### config.mk
export PLATFORM = sky130hd
export DESIGN_NAME = json_string_escaper_utf8_top
export DESIGN_NICKNAME = d
export VERILOG_FILES = /design/src/rtl/jse_pkg.sv /design/src/rtl/jse_decode.sv /design/src/rtl/jse_serial.sv /design/src/rtl/json_string_escaper_utf8_top.sv
export SDC_FILE = /design/constraint.sdc
export NUM_CORES = 1
export LEC_CHECK = 0
export BUFFER_PORTS_ARGS = -buffer_cell sky130_fd_sc_hd__buf_2
export CORE_MARGIN = 1
export CORE_UTILIZATION = 25
export CTS_CLUSTER_DIAMETER = 30
export CTS_CLUSTER_SIZE = 8
export DETAILED_ROUTE_END_ITERATION = 8
export PLACE_DENSITY_LB_ADDON = 0.1
export RECOVER_POWER = 25
export SLEW_MARGIN = 0
export SYNTH_ARGS = -nofsm -noshare
export SYNTH_HDL_FRONTEND = slang
export SYNTH_SLANG_ARGS = --single-unit
export TNS_END_PERCENT = 5
### constraint.sdc
create_clock -name clk -period 11.1 [get_ports clk]
set_input_delay 0 -clock clk [delete_from_list [all_inputs] [get_ports clk]]
set_output_delay 0 -clock clk [all_outputs]
set_load 0.05 [all_outputs]
### src/rtl/jse_pkg.sv
// Shared types and constants for the JSON string escaper.
package jse_pkg;

	localparam int MAX_BURST = 15;
	localparam int TAIL_BYTES = 6;
	localparam int CNT_W = 4;

	localparam logic [7:0] CH_QUOTE = 8'h22;
	localparam logic [7:0] CH_BSLASH = 8'h5C;
	localparam logic [7:0] CH_U = 8'h75;
	localparam logic [7:0] CH_ZERO = 8'h30;
	localparam logic [7:0] CH_SPACE = 8'h20;
	localparam logic [7:0] REP_B0 = 8'hEF;
	localparam logic [7:0] REP_B1 = 8'hBF;
	localparam logic [7:0] REP_B2 = 8'hBD;
	localparam logic [7:0] LEAD_MIN = 8'hC2;
	localparam logic [7:0] LEAD2_MAX = 8'hDF;
	localparam logic [7:0] LEAD3_MAX = 8'hEF;
	localparam logic [7:0] LEAD_MAX = 8'hF4;
	localparam logic [7:0] CONT_LO = 8'h80;
	localparam logic [7:0] CONT_HI = 8'hBF;
	localparam logic [7:0] E0_LO = 8'hA0;
	localparam logic [7:0] ED_HI = 8'h9F;
	localparam logic [7:0] F0_LO = 8'h90;
	localparam logic [7:0] F4_HI = 8'h8F;

	// one input's worth of output bytes, first byte in the lowest lane
	typedef struct packed {
		logic [MAX_BURST-1:0][7:0] bytes;
		logic [CNT_W-1:0]          count;
		logic                      done;
	} burst_t;

	function automatic logic [7:0] hex_char(input logic [3:0] nib);
		logic [7:0] r;
		if (nib < 4'd10) begin
			r = 8'h30 + {4'd0, nib};
		end else begin
			r = 8'h57 + {4'd0, nib};
		end
		return r;
	endfunction

	function automatic logic [7:0] rep_byte(input int k);
		logic [7:0] r;
		unique case (k % 3)
			0: r = REP_B0;
			1: r = REP_B1;
			default: r = REP_B2;
		endcase
		return r;
	endfunction

endpackage

### src/rtl/jse_decode.sv
// Escape and UTF-8 check of one input item, with the sequence state.
module jse_decode (
	input  logic               clk,
	input  logic               arst_n,
	input  logic               advance,
	input  logic               req_end,
	input  logic [7:0]         c,
	output jse_pkg::burst_t    burst
);

	logic [2:0][7:0] held_q, held_n;
	logic [1:0]      cnt_q, cnt_n;
	logic [2:0]      seq_q, seq_n;
	logic            inside_q;

	logic [7:0] lo, hi;
	logic       cont;
	logic       opening;
	logic [1:0] nrep;
	logic [jse_pkg::TAIL_BYTES-1:0][7:0] tail, fresh_tail, esc_tail, pass_tail;
	logic [2:0] tlen, fresh_len, esc_len;
	logic       fresh_lead;
	logic [2:0] fresh_seq;
	logic       done;
	logic [7:0] esc;
	logic [3:0] plen;
	logic [jse_pkg::MAX_BURST-1:0][7:0] prefix;
	logic [3:0] total;

	always_ff @(posedge clk or negedge arst_n) begin
		if (!arst_n) begin
			held_q   <= '0;
			cnt_q    <= '0;
			seq_q    <= '0;
			inside_q <= 1'b0;
		end else if (advance) begin
			held_q   <= held_n;
			cnt_q    <= cnt_n;
			seq_q    <= seq_n;
			inside_q <= !req_end;
		end
	end

	// continuation range depends on the lead for the second byte only
	always_comb begin
		lo = jse_pkg::CONT_LO;
		hi = jse_pkg::CONT_HI;
		if (cnt_q == 2'd1) begin
			if (held_q[0] == 8'hE0) lo = jse_pkg::E0_LO;
			if (held_q[0] == 8'hED) hi = jse_pkg::ED_HI;
			if (held_q[0] == 8'hF0) lo = jse_pkg::F0_LO;
			if (held_q[0] == jse_pkg::LEAD_MAX) hi = jse_pkg::F4_HI;
		end
		cont = (c >= lo) && (c <= hi);
	end

	// ASCII escaping
	always_comb begin
		esc = 8'h00;
		unique case (c)
			8'h22: esc = jse_pkg::CH_QUOTE;
			8'h5C: esc = jse_pkg::CH_BSLASH;
			8'h08: esc = 8'h62;
			8'h0C: esc = 8'h66;
			8'h0A: esc = 8'h6E;
			8'h0D: esc = 8'h72;
			8'h09: esc = 8'h74;
			default: esc = 8'h00;
		endcase
		esc_tail = '0;
		if (esc != 8'h00) begin
			esc_tail[0] = jse_pkg::CH_BSLASH;
			esc_tail[1] = esc;
			esc_len = 3'd2;
		end else if (c < jse_pkg::CH_SPACE) begin
			esc_tail[0] = jse_pkg::CH_BSLASH;
			esc_tail[1] = jse_pkg::CH_U;
			esc_tail[2] = jse_pkg::CH_ZERO;
			esc_tail[3] = jse_pkg::CH_ZERO;
			esc_tail[4] = jse_pkg::hex_char(c[7:4]);
			esc_tail[5] = jse_pkg::hex_char(c[3:0]);
			esc_len = 3'd6;
		end else begin
			esc_tail[0] = c;
			esc_len = 3'd1;
		end
	end

	// byte with no sequence held
	always_comb begin
		fresh_tail = '0;
		fresh_len  = 3'd0;
		fresh_lead = 1'b0;
		fresh_seq  = 3'd0;
		if (!c[7]) begin
			fresh_tail = esc_tail;
			fresh_len  = esc_len;
		end else if (c >= jse_pkg::LEAD_MIN && c <= jse_pkg::LEAD_MAX) begin
			fresh_lead = 1'b1;
			if (c <= jse_pkg::LEAD2_MAX) fresh_seq = 3'd2;
			else if (c <= jse_pkg::LEAD3_MAX) fresh_seq = 3'd3;
			else fresh_seq = 3'd4;
		end else begin
			fresh_tail[0] = jse_pkg::REP_B0;
			fresh_tail[1] = jse_pkg::REP_B1;
			fresh_tail[2] = jse_pkg::REP_B2;
			fresh_len     = 3'd3;
		end
	end

	// completed sequence: held bytes then the new one
	always_comb begin
		pass_tail = '0;
		for (int k = 0; k < 3; k++) begin
			if (k < int'(cnt_q)) pass_tail[k] = held_q[k];
		end
		pass_tail[{1'b0, cnt_q}] = c;
	end

	always_comb begin
		tail    = '0;
		tlen    = 3'd0;
		nrep    = 2'd0;
		done    = 1'b0;
		held_n  = held_q;
		cnt_n   = cnt_q;
		seq_n   = seq_q;
		opening = !inside_q;
		if (req_end) begin
			nrep    = cnt_q;
			tail[0] = jse_pkg::CH_QUOTE;
			tlen    = 3'd1;
			done    = 1'b1;
			held_n  = '0;
			cnt_n   = '0;
			seq_n   = '0;
		end else begin
			if (cnt_q != 2'd0 && cont) begin
				if (({1'b0, cnt_q} + 3'd1) >= seq_q || cnt_q == 2'd3) begin
					tail   = pass_tail;
					tlen   = {1'b0, cnt_q} + 3'd1;
					held_n = '0;
					cnt_n  = '0;
					seq_n  = '0;
				end else begin
					held_n[cnt_q] = c;
					cnt_n         = cnt_q + 2'd1;
				end
			end else begin
				// failed continuation: flush held bytes, then restart
				nrep   = cnt_q;
				held_n = '0;
				cnt_n  = '0;
				seq_n  = '0;
				tail   = fresh_tail;
				tlen   = fresh_len;
				if (fresh_lead) begin
					held_n[0] = c;
					cnt_n     = 2'd1;
					seq_n     = fresh_seq;
				end
			end
		end
	end

	// opening quote and replacement characters ahead of the tail
	always_comb begin
		plen = {3'd0, opening} + {2'd0, nrep} + {1'b0, nrep, 1'b0};
		prefix = '0;
		for (int i = 0; i < jse_pkg::MAX_BURST; i++) begin
			if (i < int'(plen)) begin
				if (opening) begin
					prefix[i] = (i == 0) ? jse_pkg::CH_QUOTE : jse_pkg::rep_byte(i - 1);
				end else begin
					prefix[i] = jse_pkg::rep_byte(i);
				end
			end
		end
		// an opening quote never meets held bytes, so the sum stays within 15
		total = plen + {1'b0, tlen};
		burst.bytes = prefix | ({{(jse_pkg::MAX_BURST - jse_pkg::TAIL_BYTES)*8{1'b0}}, tail}
			<< {plen, 3'b000});
		burst.count = total;
		burst.done  = done;
	end

endmodule

### src/rtl/jse_serial.sv
// Burst register that hands out one output byte per cycle while m_tready is high.
module jse_serial (
	input  logic            clk,
	input  logic            arst_n,
	input  logic            load,
	input  jse_pkg::burst_t burst,
	output logic            ready,
	output logic            m_tvalid,
	input  logic            m_tready,
	output logic [7:0]      m_tdata,
	output logic            m_tlast,
	output logic            m_tuser
);

	logic [jse_pkg::MAX_BURST-1:0][7:0] buf_q;
	logic [jse_pkg::CNT_W-1:0]          cnt_q;
	logic                               done_q;
	logic                               busy_q;
	logic                               last;

	assign last     = (cnt_q == 4'd1);
	assign ready    = !busy_q || (m_tready && last);
	assign m_tvalid = busy_q;
	assign m_tdata  = buf_q[0];
	assign m_tlast  = last;
	assign m_tuser  = done_q && last;

	always_ff @(posedge clk or negedge arst_n) begin
		if (!arst_n) begin
			busy_q <= 1'b0;
			cnt_q  <= '0;
		end else if (load) begin
			busy_q <= 1'b1;
			cnt_q  <= burst.count;
		end else if (busy_q && m_tready) begin
			busy_q <= !last;
			cnt_q  <= cnt_q - 4'd1;
		end
	end

	always_ff @(posedge clk) begin
		if (load) begin
			buf_q  <= burst.bytes;
			done_q <= burst.done;
		end else if (busy_q && m_tready) begin
			buf_q <= {8'h00, buf_q[jse_pkg::MAX_BURST-1:1]};
		end
	end

endmodule

### src/rtl/json_string_escaper_utf8_top.sv
// Top level of the JSON string escaper with UTF-8 validation.
// The first output byte of an item comes from the burst register, which is loaded
// once the item has passed the input register and the burst register is free.
// Throughput: one item per cycle while items expand to one byte and m_tready is high;
// an item that expands to n bytes (up to 15) holds the output burst register until
// all n are taken, and an item that only extends a held UTF-8 sequence gives no output.
// Reset (arst_n low) clears the sequence state, the inside-string flag and all valids.
module json_string_escaper_utf8_top (
	input  logic       clk,
	input  logic       arst_n,
	input  logic       s_tvalid,
	output logic       s_tready,
	input  logic [7:0] s_tdata,   // data_byte
	input  logic       s_tuser,   // req_type (1 = end of string)
	output logic       m_tvalid,
	input  logic       m_tready,
	output logic [7:0] m_tdata,   // out_byte
	output logic       m_tlast,   // run_last
	output logic       m_tuser    // string_done
);

	// input register
	logic       valid_s1;
	logic       req_s1;
	logic [7:0] byte_s1;

	logic            ser_ready;
	logic            advance;
	logic            load;
	jse_pkg::burst_t burst;

	// the item in the input register moves on once the burst register frees up
	assign advance  = valid_s1 && ser_ready;
	// items that only grow a held sequence produce no burst
	assign load     = advance && (burst.count != 4'd0);
	assign s_tready = !valid_s1 || advance;

	always_ff @(posedge clk or negedge arst_n) begin
		if (!arst_n) begin
			valid_s1 <= 1'b0;
		end else if (s_tready) begin
			valid_s1 <= s_tvalid;
		end
	end

	// hold the payload until the item is taken in
	always_ff @(posedge clk) begin
		if (s_tready && s_tvalid) begin
			req_s1  <= s_tuser;
			byte_s1 <= s_tdata;
		end
	end

	jse_decode u_decode (
		.clk     (clk),
		.arst_n  (arst_n),
		.advance (advance),
		.req_end (req_s1),
		.c       (byte_s1),
		.burst   (burst)
	);

	jse_serial u_serial (
		.clk      (clk),
		.arst_n   (arst_n),
		.load     (load),
		.burst    (burst),
		.ready    (ser_ready),
		.m_tvalid (m_tvalid),
		.m_tready (m_tready),
		.m_tdata  (m_tdata),
		.m_tlast  (m_tlast),
		.m_tuser  (m_tuser)
	);

endmodule
==> impl_metrics.json <==
{
  "outcome": "finished, violations left",
  "violations": "capacitance limit, slew limit",
  "num-nets-final": 1253,
  "antenna_found_initial": 0,
  "seq_area_frac_synth": 0.425,
  "post-route-period-util": 0.781,
  "wire_per_inst_um": 27.9,
  "dieWidth_um": 215,
  "worstPathRequired_ps": 11330,
  "report.final.hold_viol_count": 0,
  "cp-end-kind": "flip-flop",
  "yosysWarnings": 0,
  "synthCells": 1229,
  "gr-max-usage-layer": "met2",
  "rr_startpoint": "u_decode.cnt_q[1]$_DFFE_PN0P_",
  "portBuffers": 24,
  "grt_overflow_total": 0,
  "clk_path_buf_depth": 2,
  "hp-class": "in2reg",
  "use_met3": 0.0409,
  "die_area_um2": 46100,
  "timing.fmax_mhz": 115,
  "worst-r2r-cell-count": 27,
  "setup_viol_count_final": 0,
  "synth_nets": 1275,
  "p_per_area_nw_per_um2": 344,
  "fin_total_pwr_mw": 4.36,
  "post_cts_buffers": 0,
  "rows": 77,
  "r2r_setup_slack_ps": 2440,
  "gp_congestion": 0.877,
  "clock_skew_ps": 15.6,
  "ir_worst_vdd_mv": 0.147,
  "drtPass1Iterations": 5,
  "path_class": "reg2reg",
  "cp-endpoint": "u_serial.buf_q[100]$_DFFE_PP_",
  "drt_iter0_drc": 1342,
  "cts_tree": "yes",
  "worst_pin_slew_ps": 2190,
  "startpoint": "u_decode.cnt_q[1]$_DFFE_PN0P_",
  "final_max_slew_viol_count": 78,
  "ant_nets": 0,
  "start_util": 0.255,
  "syn_to_final_growth_pct": 12.0,
  "grtUsageTotal": 0.222,
  "dp_hpwl_um": 35000,
  "holdWs_ps": 202,
  "synth.distinct_cells": 97,
  "grt.met2_usage": 0.334,
  "grt_max_degree": 78,
  "synth-async-reset-ratio": 0.217,
  "fp.coreArea_um2": 44400,
  "wl_um": 50600,
  "worstPathMaxFanout": 63,
  "fin_tns_setup_ps": 0,
  "synth_edf_count": 130,
  "ctsRootBufferMaster": "clkbuf_16",
  "startpoint_type": "flip-flop",
  "rsz0062_at_grt": "no",
  "avgSynthCellArea_um2": 9.21,
  "synth_area_um2": 11300,
  "drive_gt1_frac": 0.0975,
  "r2r_end": "u_serial.buf_q[100]$_DFFE_PP_",
  "cts_buffers": 17,
  "arrival_ps": 8900,
  "io_pins": 25,
  "clock_latency_ps": 500,
  "ys.flop_type": "edfxtp_1",
  "power_leakage_nw": 4.38,
  "drcViolationCount": 0,
  "max_slew_margin": -0.458,
  "grt_pass1_wl_um": 75000,
  "final_period_minus_worst_setup_slack_ps": 8660,
  "num_vias": 10700,
  "diodes": 0,
  "htreeDepth": 4,
  "use_met1": 0.312,
  "viasPerCell": 5.93,
  "die_h_um": 215,
  "cts.clk_slew.worst_paths_ps": 80,
  "drv_cap": 3,
  "grt_pass1_vias": 10400,
  "clock-sinks": 166,
  "ys_ff_latch": 166
}
-- flip-flops by register name, summed over array words and instances, names as in the netlist --
name	flops
u_serial.m_tvalid	1
byte_s1	8
u_decode.inside_q	1
u_decode.cnt_q	2
u_decode.seq_q	3
u_serial.m_tdata	8
valid_s1	1
u_serial.done_q	1
u_serial.buf_q	112
req_s1	1
u_decode.held_q	24
u_serial.cnt_q	4
-- final cells by class --
cell class                      instances  area (µm²)
Fill cell                            4761       31700
Multi-Input combinational cell        924        5910
Sequential cell                       166        4800
Tap cell                              592         741
Timing Repair Buffer                   71         485
Clock buffer                           17         425
Clock inverter                         15         204
Inverter                               27         104
-- placed cells by master (no fill, tap or decap), types with 15 or more instances in the layout --
cell	count
a211oi_1	15
a21oi_1	79
a22o_1	22
a22oi_1	22
a31oi_1	23
buf_4	33
clkbuf_16	17
dfrtp_1	36
edfxtp_1	130
ha_1	29
inv_1	25
nand2_1	125
nand3_1	32
nor2_1	142
nor3_1	28
o2111ai_1	15
o211ai_1	32
o21ai_0	70
-- metal layers --
metal / part of all wire / wire [µm] / up-vias
met5: 0 / 0 / -
met4: 0.035 / 1780 / 0
met3: 0.068 / 3450 / 96
met2: 0.44 / 22300 / 516
met1: 0.46 / 23100 / 5407
li1: - / - / 4728
-- power by group --
group	switching (mW)	total, mW	internal, mW
sequential	0.128	1.27	1.14
combinational	1.78	2.43	0.654
clock	0.316	0.662	0.345
total	2.22	4.36	2.14
-- metrics by stage --
step	utilization	worst slack [ps]	std cells	cell area (µm²)
finish	0.285	2440	1812	12700
global route	0.285	1800	1812	12700
CTS	0.286	3140	1812	12700
detailed placement	0.269	3200	1767	12000
global placement	0.269	3340	1767	12000
floorplan	-	3210	1229	11300
-- cell usage after synthesis (11+ instances only) --
master	number	area, µm²
a211oi_1	15	113
a21oi_1	79	395
a22o_1	22	193
a22oi_1	22	165
a31oi_1	23	144
and2_1	11	68.8
buf_2	15	75.1
clkbuf_1	76	285
dfrtp_1	36	901
edfxtp_1	130	3900
ha_1	32	400
inv_1	25	93.8
nand2_1	126	473
nand3_1	31	155
nor2_1	143	537
nor3_1	28	140
o2111ai_1	15	131
o211ai_1	32	240
o21a_1	14	105
o21ai_0	68	340
o21ai_1	13	65.1
o221ai_1	13	114
o22a_1	12	105
o22ai_1	14	87.6
-- kinds of logic after synthesis --
group / Yosys count / synth area share
flops: 166 / 0.425
xor+xnor: 5 / 0.00387
fa+ha+maj: 33 / 0.0372
buf+inv: 139 / 0.0534
mux: 13 / 0.0123
compound gates: 462 / 0.300
simple gates: 411 / 0.169
-- repair_timing --
| item | in CTS | in global routing |
|---|---|---|
| gates resized for setup | 0 | 0 |
| hold endpoints to repair | 49 | 0 |
| hold buffers | 13 | 0 |
-- worst min path at each step --
stage | start | endpoint | slack, ps | cells past startpoint
after floorplan | arst_n | u_decode.cnt_q[0]$_DFFE_PN0P_ | -300 | 0
after global placement | s_tdata[6] | byte_s1[6]$_DFFE_PP_ | 180 | 1
after detailed placement | s_tdata[2] | byte_s1[2]$_DFFE_PP_ | 180 | 1
after CTS | s_tdata[4] | byte_s1[4]$_DFFE_PP_ | 150 | 2
after global routing | s_tdata[2] | byte_s1[2]$_DFFE_PP_ | 180 | 2
final | s_tdata[3] | byte_s1[3]$_DFFE_PP_ | 200 | 2
-- critical path, cell delays in order, from the launching register on --
cell       delay [ps]
dfrtp_1           440
inv_1             140
ha_1              450
nand3_1           230
nor2_1            130
nand2_1            70
ha_1              310
and3_1            190
a221oi_1          880
nor4_1            420
nor2_1            360
ha_2              240
inv_1              50
ha_1              260
inv_1              40
ha_2              160
ha_2              300
buf_4             400
ha_1              350
a21oi_1           160
xnor2_1           210
o21ai_4            90
buf_4             280
inv_4             530
buf_4             700
o221ai_1          310
a2111oi_0         450
nor2_1             90
Power figures use the tool's default switching activity.
